`config.mk`:
```
export PLATFORM = sky130hd
export DESIGN_NAME = periodic_oneshot_countdown_timer
export DESIGN_NICKNAME = d
export VERILOG_FILES = /design/src/rtl/pcdt_pkg.sv /design/src/rtl/periodic_oneshot_countdown_timer.sv
export SDC_FILE = /design/constraint.sdc
export NUM_CORES = 1
export LEC_CHECK = 0
export ABC_AREA = 1
export BUFFER_PORTS_ARGS = -buffer_cell sky130_fd_sc_hd__buf_2
export CORE_MARGIN = 10
export CORE_UTILIZATION = 25
export DETAILED_ROUTE_END_ITERATION = 8
export HOLD_SLACK_MARGIN = 0.02
export SYNTH_ARGS = -nofsm -noshare
export SYNTH_HDL_FRONTEND = slang
export SYNTH_SLANG_ARGS = --single-unit
```
`constraint.sdc`:
```
create_clock -name i_clk -period 11.45 [get_ports i_clk]
set_clock_uncertainty 0.2 [all_clocks]
set_input_delay 0.5725 -clock i_clk [delete_from_list [all_inputs] [get_ports i_clk]]
set_output_delay 0.5725 -clock i_clk [all_outputs]
set_load 0.05 [all_outputs]
```
`src/rtl/pcdt_pkg.sv`:
```
package pcdt_pkg;

    // field widths fixed by the interface
    localparam int unsigned REQ_W         = 3;
    localparam int unsigned DATA_W        = 32;
    localparam int unsigned MODE_W        = 2;
    localparam int unsigned PHASE_W       = 64;
    localparam int unsigned CFG_INDEX_W   = 1;

    // counter storage width: default and upper bound
    localparam int unsigned COUNT_WIDTH_DEF = 32;
    localparam int unsigned COUNT_WIDTH_MAX = 64;

    // one elapsed tick in 32.32 fixed point
    localparam logic [PHASE_W-1:0] ONE_TICK = 64'h0000_0001_0000_0000;

    // request codes
    typedef enum logic [REQ_W-1:0] {
        REQ_TICK      = 3'd0,
        REQ_SET_COUNT = 3'd1,
        REQ_RUN       = 3'd2,
        REQ_STOP      = 3'd3,
        REQ_SET_LIMIT = 3'd4,
        REQ_READ      = 3'd5
    } t_req;

    // timer run mode
    typedef enum logic [MODE_W-1:0] {
        MODE_STOPPED  = 2'd0,
        MODE_PERIODIC = 2'd1,
        MODE_ONESHOT  = 2'd2
    } t_mode;

    // configuration register indexes
    typedef enum logic [CFG_INDEX_W-1:0] {
        CFG_PERIOD_WHOLE    = 1'b0,
        CFG_PERIOD_FRACTION = 1'b1
    } t_cfg_index;

endpackage

```
`src/rtl/periodic_oneshot_countdown_timer.sv`:
```
// an accepted request's result is registered into the output register on acceptance
// throughput: one request per cycle unless the result channel stalls; the only loop is
//   the timer state itself (counter, limit, mode, phase), updated in the accept cycle by
//   one 64-bit phase compare/subtract and one counter decrement
// reset (i_rst_n low, synchronous): timer stopped, counter, limit, phase and period zero,
//   no result pending
module periodic_oneshot_countdown_timer #(
    parameter int unsigned COUNT_WIDTH = pcdt_pkg::COUNT_WIDTH_DEF
) (
    input  logic                             i_clk,
    input  logic                             i_rst_n,
    // configuration write port
    input  logic                             i_cfg_we,
    input  logic [pcdt_pkg::CFG_INDEX_W-1:0] i_cfg_index,
    input  logic [pcdt_pkg::DATA_W-1:0]      i_cfg_data,
    // request channel
    input  logic                             i_in_valid,
    output logic                             o_in_ready,
    input  logic [pcdt_pkg::REQ_W-1:0]       i_req_type,
    input  logic [pcdt_pkg::DATA_W-1:0]      i_value,
    input  logic                             i_reload_flag,
    input  logic                             i_oneshot_flag,
    // result channel
    output logic                             o_out_valid,
    input  logic                             i_out_ready,
    output logic [pcdt_pkg::DATA_W-1:0]      o_current_count,
    output logic                             o_expired,
    output logic [pcdt_pkg::MODE_W-1:0]      o_run_mode,
    output logic                             o_run_refused
);
    import pcdt_pkg::*;

    // timer state
    t_mode                  r_mode,  n_mode;
    logic [COUNT_WIDTH-1:0] r_count, n_count;
    logic [COUNT_WIDTH-1:0] r_limit, n_limit;
    logic [PHASE_W-1:0]     r_phase, n_phase;
    logic [DATA_W-1:0]      r_period_whole;
    logic [DATA_W-1:0]      r_period_frac;

    // result register
    logic                   r_out_valid;
    logic [DATA_W-1:0]      r_out_count;
    logic                   r_out_expired;
    t_mode                  r_out_mode;
    logic                   r_out_refused;

    logic                   in_fire;
    t_req                   req;
    logic [COUNT_WIDTH_MAX-1:0] value_ext;
    logic [COUNT_WIDTH-1:0] value_c;
    logic [COUNT_WIDTH_MAX-1:0] count_ext;
    logic [PHASE_W-1:0]     period;
    logic                   period_zero;
    logic                   running;
    logic                   phase_ge;
    logic [PHASE_W-1:0]     gap;
    logic                   step_due;
    logic [PHASE_W-1:0]     rest;
    logic [PHASE_W-1:0]     wrap_raw;
    logic [PHASE_W-1:0]     wrap_phase;
    logic [COUNT_WIDTH-1:0] count_dec;
    logic                   fired;
    logic                   refused;

    // handshake: a pending result never blocks a new request if it is being taken
    assign o_in_ready = !r_out_valid || i_out_ready;
    assign in_fire    = i_in_valid && o_in_ready;
    assign req        = t_req'(i_req_type);

    // request value resized to the counter width
    assign value_ext = {{(COUNT_WIDTH_MAX - DATA_W){1'b0}}, i_value};
    assign value_c   = value_ext[COUNT_WIDTH-1:0];

    // period and phase arithmetic
    assign period      = {r_period_whole, r_period_frac};
    assign period_zero = (period == '0);
    assign running     = (r_mode != MODE_STOPPED);
    assign phase_ge    = (r_phase >= period);
    assign gap         = period - r_phase;
    assign step_due    = phase_ge || (gap <= ONE_TICK);
    assign rest        = phase_ge ? '0 : gap;
    assign wrap_raw    = ONE_TICK - rest;
    assign wrap_phase  = (wrap_raw >= period) ? '0 : wrap_raw;
    assign count_dec   = (r_count != '0) ? r_count - 1'b1 : r_count;

    // next timer state and result flags
    always_comb begin
        n_mode  = r_mode;
        n_count = r_count;
        n_limit = r_limit;
        n_phase = r_phase;
        fired   = 1'b0;
        refused = 1'b0;
        unique case (req)
            REQ_TICK: begin
                if (running) begin
                    if (period_zero) begin
                        n_mode = MODE_STOPPED;
                    end else if (step_due) begin
                        n_phase = wrap_phase;
                        n_count = count_dec;
                        if (count_dec == '0) begin
                            fired = 1'b1;
                            if (r_mode == MODE_ONESHOT) begin
                                n_mode = MODE_STOPPED;
                            end else begin
                                // periodic reload from the limit
                                n_count = r_limit;
                                if (r_limit == '0) begin
                                    n_mode = MODE_STOPPED;
                                end
                            end
                        end
                    end else begin
                        n_phase = r_phase + ONE_TICK;
                    end
                end
            end
            REQ_SET_COUNT: begin
                n_count = value_c;
                if (running) begin
                    n_phase = '0;
                    if (value_c == '0) begin
                        fired   = 1'b1;
                        n_count = r_limit;
                    end
                    if ((value_c == '0 && r_limit == '0) || period_zero) begin
                        n_mode = MODE_STOPPED;
                    end
                end
            end
            REQ_RUN: begin
                if (running || period_zero) begin
                    refused = 1'b1;
                end else begin
                    n_mode  = i_oneshot_flag ? MODE_ONESHOT : MODE_PERIODIC;
                    n_phase = '0;
                    if (r_count == '0) begin
                        fired   = 1'b1;
                        n_count = r_limit;
                        if (r_limit == '0) begin
                            n_mode = MODE_STOPPED;
                        end
                    end
                end
            end
            REQ_STOP: begin
                n_mode  = MODE_STOPPED;
                n_phase = '0;
            end
            REQ_SET_LIMIT: begin
                n_limit = value_c;
                if (i_reload_flag) begin
                    n_count = value_c;
                    if (running) begin
                        n_phase = '0;
                        // a zero reload fires and reloads zero, so it stops
                        if (value_c == '0 || period_zero) begin
                            n_mode = MODE_STOPPED;
                        end
                        if (value_c == '0) begin
                            fired = 1'b1;
                        end
                    end
                end
            end
            default: begin
                // read and unused codes change nothing
            end
        endcase
    end

    // timer state registers; a period write restarts the phase
    always_ff @(posedge i_clk) begin
        if (!i_rst_n) begin
            r_mode         <= MODE_STOPPED;
            r_count        <= '0;
            r_limit        <= '0;
            r_phase        <= '0;
            r_period_whole <= '0;
            r_period_frac  <= '0;
        end else if (i_cfg_we) begin
            unique case (t_cfg_index'(i_cfg_index))
                CFG_PERIOD_WHOLE: begin
                    r_period_whole <= i_cfg_data;
                    if (i_cfg_data == '0 && r_period_frac == '0) begin
                        r_mode <= MODE_STOPPED;
                    end
                end
                CFG_PERIOD_FRACTION: begin
                    r_period_frac <= i_cfg_data;
                    if (i_cfg_data == '0 && r_period_whole == '0) begin
                        r_mode <= MODE_STOPPED;
                    end
                end
                default: begin
                end
            endcase
            r_phase <= '0;
        end else if (in_fire) begin
            r_mode  <= n_mode;
            r_count <= n_count;
            r_limit <= n_limit;
            r_phase <= n_phase;
        end
    end

    // result valid flag
    always_ff @(posedge i_clk) begin
        if (!i_rst_n) begin
            r_out_valid <= 1'b0;
        end else if (o_in_ready) begin
            r_out_valid <= i_in_valid;
        end
    end

    // counter seen through the 32-bit result field
    always_comb begin
        count_ext                = '0;
        count_ext[COUNT_WIDTH-1:0] = n_count;
    end

    // result payload
    always_ff @(posedge i_clk) begin
        if (in_fire) begin
            r_out_count   <= count_ext[DATA_W-1:0];
            r_out_expired <= fired;
            r_out_mode    <= n_mode;
            r_out_refused <= refused;
        end
    end

    assign o_out_valid     = r_out_valid;
    assign o_current_count = r_out_count;
    assign o_expired       = r_out_expired;
    assign o_run_mode      = r_out_mode;
    assign o_run_refused   = r_out_refused;

`ifndef NO_ASSERTIONS
    // a running timer always has a non-zero period
    a_run_needs_period: assert property (@(posedge i_clk) disable iff (!i_rst_n)
        (r_mode != MODE_STOPPED) |-> !period_zero)
        else $error("timer running with zero period");

    // the phase stays below the period unless it is zero
    a_phase_below_period: assert property (@(posedge i_clk) disable iff (!i_rst_n)
        (r_phase == '0) || (r_phase < period))
        else $error("phase accumulator at or above period");

    // a refused run never fires
    a_refused_no_fire: assert property (@(posedge i_clk) disable iff (!i_rst_n)
        (r_out_valid && r_out_refused) |-> !r_out_expired)
        else $error("refused run reported a fire");

    // an accepted request always yields a result next cycle
    a_result_follows: assert property (@(posedge i_clk) disable iff (!i_rst_n)
        in_fire |=> r_out_valid)
        else $error("accepted request produced no result");
`endif

endmodule

```
== Yosys cells after proc, flatten, opt, wreduce, memory -nomap -nowiden ==
Index checks and enable logic that the tools add are counted.
Operators by class
  add/sub/neg operators: 4
  magnitude comparators: 3
  equal/unequal tests: 11
  multiplexer cells: 53
  bitwise operators: 3
  reductions and logical operators: 30
Operators by type and width (count)
  $mux 64: 8
  $mux 32: 11
  $pmux 64 s5: 1
  $logic_not 32->1: 7
  $ge 64x64->1: 2
  $pmux 32 s4: 1
  $add 64x33->64 const B: 1
  $le 64x33->1 const B: 1
  $logic_not 64->1: 1
  $sub 33x64->64 const A: 1
  $sub 64x64->64: 1
  $mux 2: 19
  $reduce_bool 32->1: 1
  $sub 32x1->32 const B: 1
  $mux 1: 10
  $pmux 2 s5: 1
  $ne 2x2->1 const B: 4
  $eq 3x2->1 const B: 2
  $reduce_and 2->1: 3
  $reduce_and 3->1: 2
  $reduce_and 6->1: 1
  $logic_or 1x1->1: 5
  $reduce_bool 5->1: 1
  $logic_and 1x1->1: 4
  12 further kinds: 15
Word-level totals
  flip-flop bits (word level): 231
  logic and storage cells: 115

== Logic depth before layout (Yosys ltp) ==
Gate-level depths: netlist (run 1).
  word-level depth: 10
  gate-level depth with buffers: 44

== Least setup slack after synthesis (run 1) ==
Ideal clock, no wire load.
  path kind: flip-flop to flip-flop
  start: reg r_phase[39]
  end: reg r_phase[10]
  setup time: 0.065 ns
  data arrival time: 5.688 ns
  slack: 5.497 ns
  cell stages (with the launch flop): 38
  period minus slack after synthesis: 5.953 ns
  path through: dfxtp_1 > inv_1 > ha_1 > nand2_2 > inv_1 > a21oi_1 > nand2_1 > nand2_1 > nand2_1 > a21oi_1 > nand2_2 > nand2_4 > inv_4 > buf_8 > buf_2 > nand2_1 > ha_1 > nand2_1 > [2 not listed] > nor2_4 > nand3_2 > o22ai_2 > nand2_1 > nor3_2 > xor2_1 > ha_1 > nand3_1 > nor3_1 > nor4b_1 > nand3_1 > o21ai_0 > a2111oi_1 > nand4_4 > buf_2 > nor2_1 > nor2_1 > nor2_1
On the way
  word-level cells in the longest chain between the ends: 9
  elaborated cells on any way between the ends: 12
  classes of those cells: 2 x add/sub; 3 x order compare; 6 x mux; 1 x reduce/logical
RTL lines
  from (decl): line periodic_oneshot_countdown_timer.sv:37  | logic [PHASE_W-1:0] r_phase, n_phase;
  from (signal assigned): line periodic_oneshot_countdown_timer.sv:205  | r_phase <= n_phase;
  $sub 64x64->64 / $ge 64x64->1 (equally long branches): line periodic_oneshot_countdown_timer.sv:80, periodic_oneshot_countdown_timer.sv:79
  $mux 64: line periodic_oneshot_countdown_timer.sv:82  | assign rest = phase_ge ? '0 : gap;
  $sub 33x64->64: line periodic_oneshot_countdown_timer.sv:83  | assign wrap_raw = ONE_TICK - rest;
  $ge 64x64->1: line periodic_oneshot_countdown_timer.sv:84  | assign wrap_phase = (wrap_raw >= period) ? '0 : wrap_raw;
  $mux 64: line periodic_oneshot_countdown_timer.sv:84
  $mux 64 *: line periodic_oneshot_countdown_timer.sv:100  | end else if (step_due) begin
  $mux 64 *: line periodic_oneshot_countdown_timer.sv:98  | if (period_zero) begin
  $mux 64 *: line periodic_oneshot_countdown_timer.sv:97  | if (running) begin
  $pmux 64 s5 *: line periodic_oneshot_countdown_timer.sv:95  | unique case (req)
Mark *: on every way between the ends. The rest lies on a longest branch, timed or not. The select of a mux whose other input is x is not followed.
A chain may end at the register's enable or synchronous reset.

== Final worst setup path (run 1) ==
  start: reg r_period_whole[10]
  end: reg r_phase[11]
On the way
  word-level cells in the longest chain between the ends: 9
  elaborated cells on any way between the ends: 17
  classes of those cells: 2 x add/sub; 3 x order compare; 2 x eq/ne; 6 x mux; 4 x reduce/logical
RTL lines
  from (decl): line periodic_oneshot_countdown_timer.sv:38  | logic [DATA_W-1:0] r_period_whole;
  from (signal assigned): line periodic_oneshot_countdown_timer.sv:186  | r_period_whole <= i_cfg_data;
  $sub 64x64->64 / $ge 64x64->1 (equally long branches): line periodic_oneshot_countdown_timer.sv:80, periodic_oneshot_countdown_timer.sv:79
  $mux 64: line periodic_oneshot_countdown_timer.sv:82
  $sub 33x64->64: line periodic_oneshot_countdown_timer.sv:83
  $ge 64x64->1: line periodic_oneshot_countdown_timer.sv:84
  $mux 64: line periodic_oneshot_countdown_timer.sv:84
  $mux 64: line periodic_oneshot_countdown_timer.sv:100
  $mux 64: line periodic_oneshot_countdown_timer.sv:98
  $mux 64: line periodic_oneshot_countdown_timer.sv:97
  $pmux 64 s5: line periodic_oneshot_countdown_timer.sv:95
Parallel ways exist; a longest one is shown, timed or not. The select of a mux whose other input is x is not followed.

==> flow_summary.toml, run 1 <==
[outcome]
status = "complete, no violations"

[sta]
maxSlewHeadroom_pct = 26.25
finalSetupTns_ns = 0
grt_setup_unrepaired = "no"
fin_crit_sh_pct = 63.28
tightestPinTransition_ns = 1.106
setup_viol = 0
hold_violations = 0
fmax_ghz = 0.1380
maxSlewViolCount = 0
final.min_clock_period_ns = 7.246

[critical_path]
r2r_slack_ns = 4.20
critPathMaxStageDelay_ns = 0.55
reg2reg_to = "r_phase[11]"
cp_max_fo = 45
cp_slowest_cell = "dfxtp_1"
timing.reg2reg.worst_path_depth = 33
critPathRequiredTime_ns = 11.71
startpoint = "r_period_whole[10]"
r2r-start = "r_period_whole[10]"
cp-start-kind = "register"
crit_top_cell = "nand2_1"
crit_type = "reg -> reg"
arrival_ns = 7.51
end_kind = "register"

[route]
detail_route.vias_per_cell = 5.027
dr.pass1.iters = 6
drtIter0Drc = 2730
vias = 25790
routedWlPerCell_microns = 18.77
wirelength_mm = 96.31
ant_nets = 0
route.detailed.drc = 0

[layout]
antenna_cells = 0
syn2layout_area_growth_pct = 11.48
fillers = 10380
drive_gt1_share_pct = 8.190
final_nets = 4127
final_cells = 5130

[synth]
synth_ff_type = "dfxtp_1"
synth.avg_cell_area_sq_um = 5.943
ys_ff_latch = 231
synth-async-reset-ratio_pct = 0
synthTopCellsByArea = "dfxtp_1 (17%), nand2_1 (15%), inv_1 (9.4%)"
synth_top_area_share_pct = 16.90
synth_edf_count = 36
synthCells = 3887
synth_area_sq_um = 23100
syn_nets = 4093
yosysTopAreaCell = "dfxtp_1"
yosysWarnings = 0
ys_seq_area_share_pct = 21.58
synth_cell_types = 62

[clock_tree]
cts_tree = "built"
ctsResizeCount = 0
cts_buffer_depth = 3
cts.sinks = 231
clk_latency_ns = 0.62
path_clk_slew_ns = 0.06
cts_buffers = 29
cts_max_level = 1
clockRootBuffer = "clkbuf_16"

[power]
ir_drop_uv = 118.9
power.density_nw_per_um2 = 145.8
p_leak_nw = 12.15

[floorplanning]
io_pins = 113
die_area_sq_um = 105000
die_h_microns = 324.0
core_area_sq_um = 91660
die_x_microns = 324.0
initial_core_util_pct = 25.20
floorplan.rows = 111

[placement]
dp_hpwl_mm = 75.58
gp_congestion = 1.012
portBuffers = 112
placed_cells_incl_taps = 5075

[worst_hold_path]
min_path_type = "in -> reg"
min_from = "i_value[1]"
hold_end = "r_limit[1]"
whs_path_depth = 3

[grt]
grt_pass1_vias = 23450
grt-ovfl-total = 0
grt_pass1_wl_mm = 144.1
grt_util_all_layers_pct = 17.67
antenna_found_initial = 4
grt_max_degree = 91

[run]
drv_cap = 0
critical path: cells and delay by family (launching register included):
kind / cells / cell delay, ns
xor+xnor: 1 / 0.16
buf+inv: 2 / 0.35
flops: 1 / 0.55
fa+ha+maj: 3 / 0.88
simple gates: 25 / 4.49
compound gates: 2 / 0.40
worst max-delay path by stage:
stage                   to  slack (ns)
2_1_floorplan  r_phase[10]        5.50
3_3_place_gp    r_phase[5]        4.38
3_5_place_dp   r_phase[11]        4.29
4_1_cts        r_phase[11]        4.25
5_1_grt        r_phase[11]        3.56
6_report       r_phase[11]        4.20
sequential cells by signal, summed over array words and instances, names as in the netlist:
signal	count
o_out_valid	1
o_run_refused	1
o_run_mode	2
r_period_frac	32
r_phase	64
o_expired	1
o_current_count	32
r_limit	32
r_count	32
r_period_whole	32
r_mode	2
cell usage after synthesis (22+ instances only):
library cell and count:
dfxtp_1 195, edfxtp_1 36, buf_2 25, clkbuf_1 97, xor2_1 81, nor2_1 416, o21ai_0 281, nand4_1 67
nor3_1 46, nand3_1 241, inv_1 580, xnor2_1 43, o21bai_1 23, nor4_1 47, nand2_1 944, a21oi_1 384
ha_1 130, nand2_2 33, inv_2 22
cells in the final DEF, fill, tap and decap left out, drive strengths merged, types with 2 or more instances in the layout:
cell     Yosys  final
nor4        49     49
o21a         2      2
bufinv       0      2
a21boi       3      3
o211ai       6      6
o21bai      23     23
inv        603    605
clkinv       5     13
nor2       439    439
edfxtp      36     36
a211oi       7      7
nor3        56     56
nand2      981    981
o21ai      288    288
a21o         5      5
xnor2       43     43
or2         12     12
nand4       69     69
clkbuf      97     41
nand3      254    254
a21oi      397    397
and2         2      2
nand3b      20     20
and3         4      4
a221oi      14     14
o221ai       2      2
o2111ai     18     18
ha         130    130
buf         35    134
dfxtp      195    195
xor2        83     83
stage by stage:
stage	hold WS, ns	setup slack (ns)	area [sq um]	power (mW)	util (%)
floorplan	0.2451	5.497	23100	2.251	-
global placement	0.2543	4.383	24770	2.765	27.03
detailed placement	0.2593	4.293	24770	2.764	27.03
CTS	0.02116	4.255	25750	3.743	28.10
global route	0.05903	3.557	25750	4.006	28.10
finish	0.04717	4.204	25750	3.756	28.10
final cells by class:
cell class | instances | area [sq um] | area share (%)
Clock buffer | 41 | 832.0 | 3.231
Clock inverter | 13 | 140.1 | 0.5441
Inverter | 608 | 2285 | 8.871
Multi-Input combinational cell | 2916 | 15290 | 59.37
Sequential cell | 231 | 4985 | 19.35
Tap cell | 1186 | 1484 | 5.762
Timing Repair Buffer | 135 | 738.2 | 2.866
report_power, final:
| part | total (mW) | internal (mW) | switching, mW |
|---|---|---|---|
| Combinational | 1.86 | 0.553 | 1.31 |
| Clock | 0.968 | 0.553 | 0.415 |
| Sequential | 0.924 | 0.869 | 0.0541 |
| Total | 3.76 | 1.98 | 1.78 |
routing by layer:
metal / vias to the layer above / track usage [%] / part of all wire, %
li1: 12720 / - / -
met1: 11830 / 24.31 / 45
met2: 1093 / 27.90 / 44
met3: 143 / 3.290 / 9.0
met4: 4 / 4.742 / 2.8
met5: - / 0 / 0.024
kinds of logic (layout without fill, tap and decap cells):
family          after synthesis  in the layout  share of synthesized area [%]
simple gates               1888           1888                          35.91
buf+inv                     740            797                          12.45
compound gates              771            771                          18.09
fa+ha+maj                   131            131                          7.127
flops                       231            231                          21.58
xor+xnor                    126            126                          4.842
repair_timing:
item / in CTS / in global routing
buffers inserted: 0 / 0
endpoints found under the hold margin: 1 / 0
hold buffers: 1 / 0
Note: power is estimated with default switching activity, not from simulation.
==> run 2, diff against run 1 <==
==> constraint.sdc (replaced) <==
create_clock -name i_clk -period 6.2 [get_ports i_clk]
set_clock_uncertainty 0.2 [all_clocks]
set_input_delay 0.31 -clock i_clk [delete_from_list [all_inputs] [get_ports i_clk]]
set_output_delay 0.31 -clock i_clk [all_outputs]
set_load 0.05 [all_outputs]
==> run 2 against run 1 <==
  * Non-clock buffer count increased by 336
  * Sequential cell count unchanged
  * Design area rose by 15%
  * Largest cell class unchanged
  * Register-to-register slack got worse by 4.0 ns
==> flow_summary.toml, run 2 (synthesized netlist as in run 1, its figures left out) <==
[outcome]
status = "complete, no violations"

[layout]
layout_commonest_cell = "nand2_1"
final_cells = 5468
largest_reg_flops = 64
fillers = 10130
design_area_sq_um = 29650
antenna_cells = 0
final_nets = 4465
layout_common_cells = "nand2_1 (906), inv_1 (564), nor2_1 (389)"
final_util_pct = 32.35
drive_gt1_share_pct = 18.96
top_register = "r_phase"
syn2layout_area_growth_pct = 28.35

[worst_hold_path]
min_path_type = "in -> reg"
whs_path_depth = 4

[critical_path]
end_kind = "register"
cp_slowest_cell = "dfxtp_1"
arrival_ns = 6.23
critPathMaxStageDelay_ns = 0.33
cp_max_fo = 8
crit_type = "reg -> reg"
critPathBufInv = 7
timing.reg2reg.worst_path_depth = 36
path_delay_family = "simple AND/OR/NAND/NOR gates"
critical_path_depth = 36
cp-start-kind = "register"
critPathRequiredTime_ns = 6.47

[power]
p_leak_nw = 13.97
power.density_nw_per_um2 = 266.4
ir_drop_uv = 241.1
total_power_mw = 7.898

[sta]
tightestPinTransition_ns = 1.008
maxSlewHeadroom_pct = 32.59
fin_ws_ns = 0.2462
maxSlewViolCount = 0
hold_violations = 0
finalSetupTns_ns = 0
setup_viol = 0
fmax_ghz = 0.1680
final.min_clock_period_ns = 5.954
fin_crit_sh_pct = 96.03
timing.hold.ws_ns = 0.05710

[grt]
grt-ovfl-total = 0
grt_max_degree = 69
antenna_found_initial = 1
grt_util_all_layers_pct = 18.62
grt_pass1_wl_mm = 152.3
grt_pass1_vias = 25220

[route]
drtIter0Drc = 2791
routedWlPerCell_microns = 18.72
wirelength_mm = 102.4
ant_nets = 0
dr.pass1.iters = 6
vias = 27240
route.detailed.drc = 0
detail_route.vias_per_cell = 4.982

[clock_tree]
clockRootBuffer = "clkbuf_16"
cts_max_level = 1
cts_buffer_depth = 3
cts.sinks = 231
cts_tree = "built"
clk_latency_ns = 0.63
cts_buffers = 30
path_clk_slew_ns = 0.07

[floorplanning]
initial_core_util_pct = 25.20
io_pins = 113
core_area_sq_um = 91660
floorplan.rows = 111
die_area_sq_um = 105000
die_h_microns = 324.0
die_x_microns = 324.0

[placement]
placed_cells_incl_taps = 5315
portBuffers = 112
gp_congestion = 0.9951
placed_area_sq_um = 26610
dp_hpwl_mm = 80.03
dp_slack_ns = -0.1867

[run]
drv_cap = 0
run 2: changes by cell type in the layout (fill, tap and decap cells not counted), sizes merged:
cell,change
buf,+259
dlygate4sd3,+74
bufinv,+2
clkinv,+2
clkinvlp,+1
run 2: worst reg2reg max path, delay by kind of cell (launching register included):
kind | cells | cell delay [ns]
and+or+nand+nor | 23 | 3.29
buffers and inverters | 7 | 0.88
adders and majority gates | 2 | 0.64
DFF | 1 | 0.33
AOI/OAI and AO/OA | 3 | 0.29
xor gates and xnor gates | 1 | 0.16
run 2: where the power goes:
group	total [mW]	internal [mW]	leakage, nW	switching [mW]
logic	4.29	1.60	11.5	2.69
registers	1.71	1.61	1.97	0.103
clock network	1.89	1.09	0.499	0.802
total	7.90	4.31	14.0	3.59
run 2: path summary, 6_finish.rpt:
check / startpoint / endpoint / slack, ns
max reg2reg: r_phase[36] / r_phase[32] / 0.25
max: r_phase[36] / r_phase[32] / 0.25
min: i_req_type[2] / o_run_mode[1] / 0.06
min reg2reg: r_phase[57] / r_phase[57] / 0.27
run 2: area by class of cell:
class                      instances  area (sq um)  share of cell area (%)
multi-input combinational       2916         16250                   54.79
sequential                       231          5054                   17.04
inverter                         608          2297                   7.747
clock inverter                    17         215.2                  0.7258
timing repair inverter             1         8.758                 0.02954
clock buffer                      38         810.8                   2.734
tap                             1186          1484                   5.004
timing repair buffer             471          3536                   11.92
run 2: what timing repair did:
action	4_1_cts	5_1_grt
hold buffers	75	0
buffers inserted	0	19
setup endpoints to repair	48	48
endpoints found under the hold margin	111	0
pin swaps	1	38
gates resized for setup	6	255
cloned	0	4
run 2: metal layers:
layer | GRT usage [%] | vias to the layer above | wire, microns | part of all wire (%)
li1 | - | 13390 | - | -
met3 | 2.748 | 154 | 8322 | 8.1
met5 | 0 | - | 11 | 0.011
met4 | 5.098 | 2 | 3222 | 3.1
met2 | 29.73 | 1079 | 45190 | 44
met1 | 25.76 | 12620 | 45640 | 45
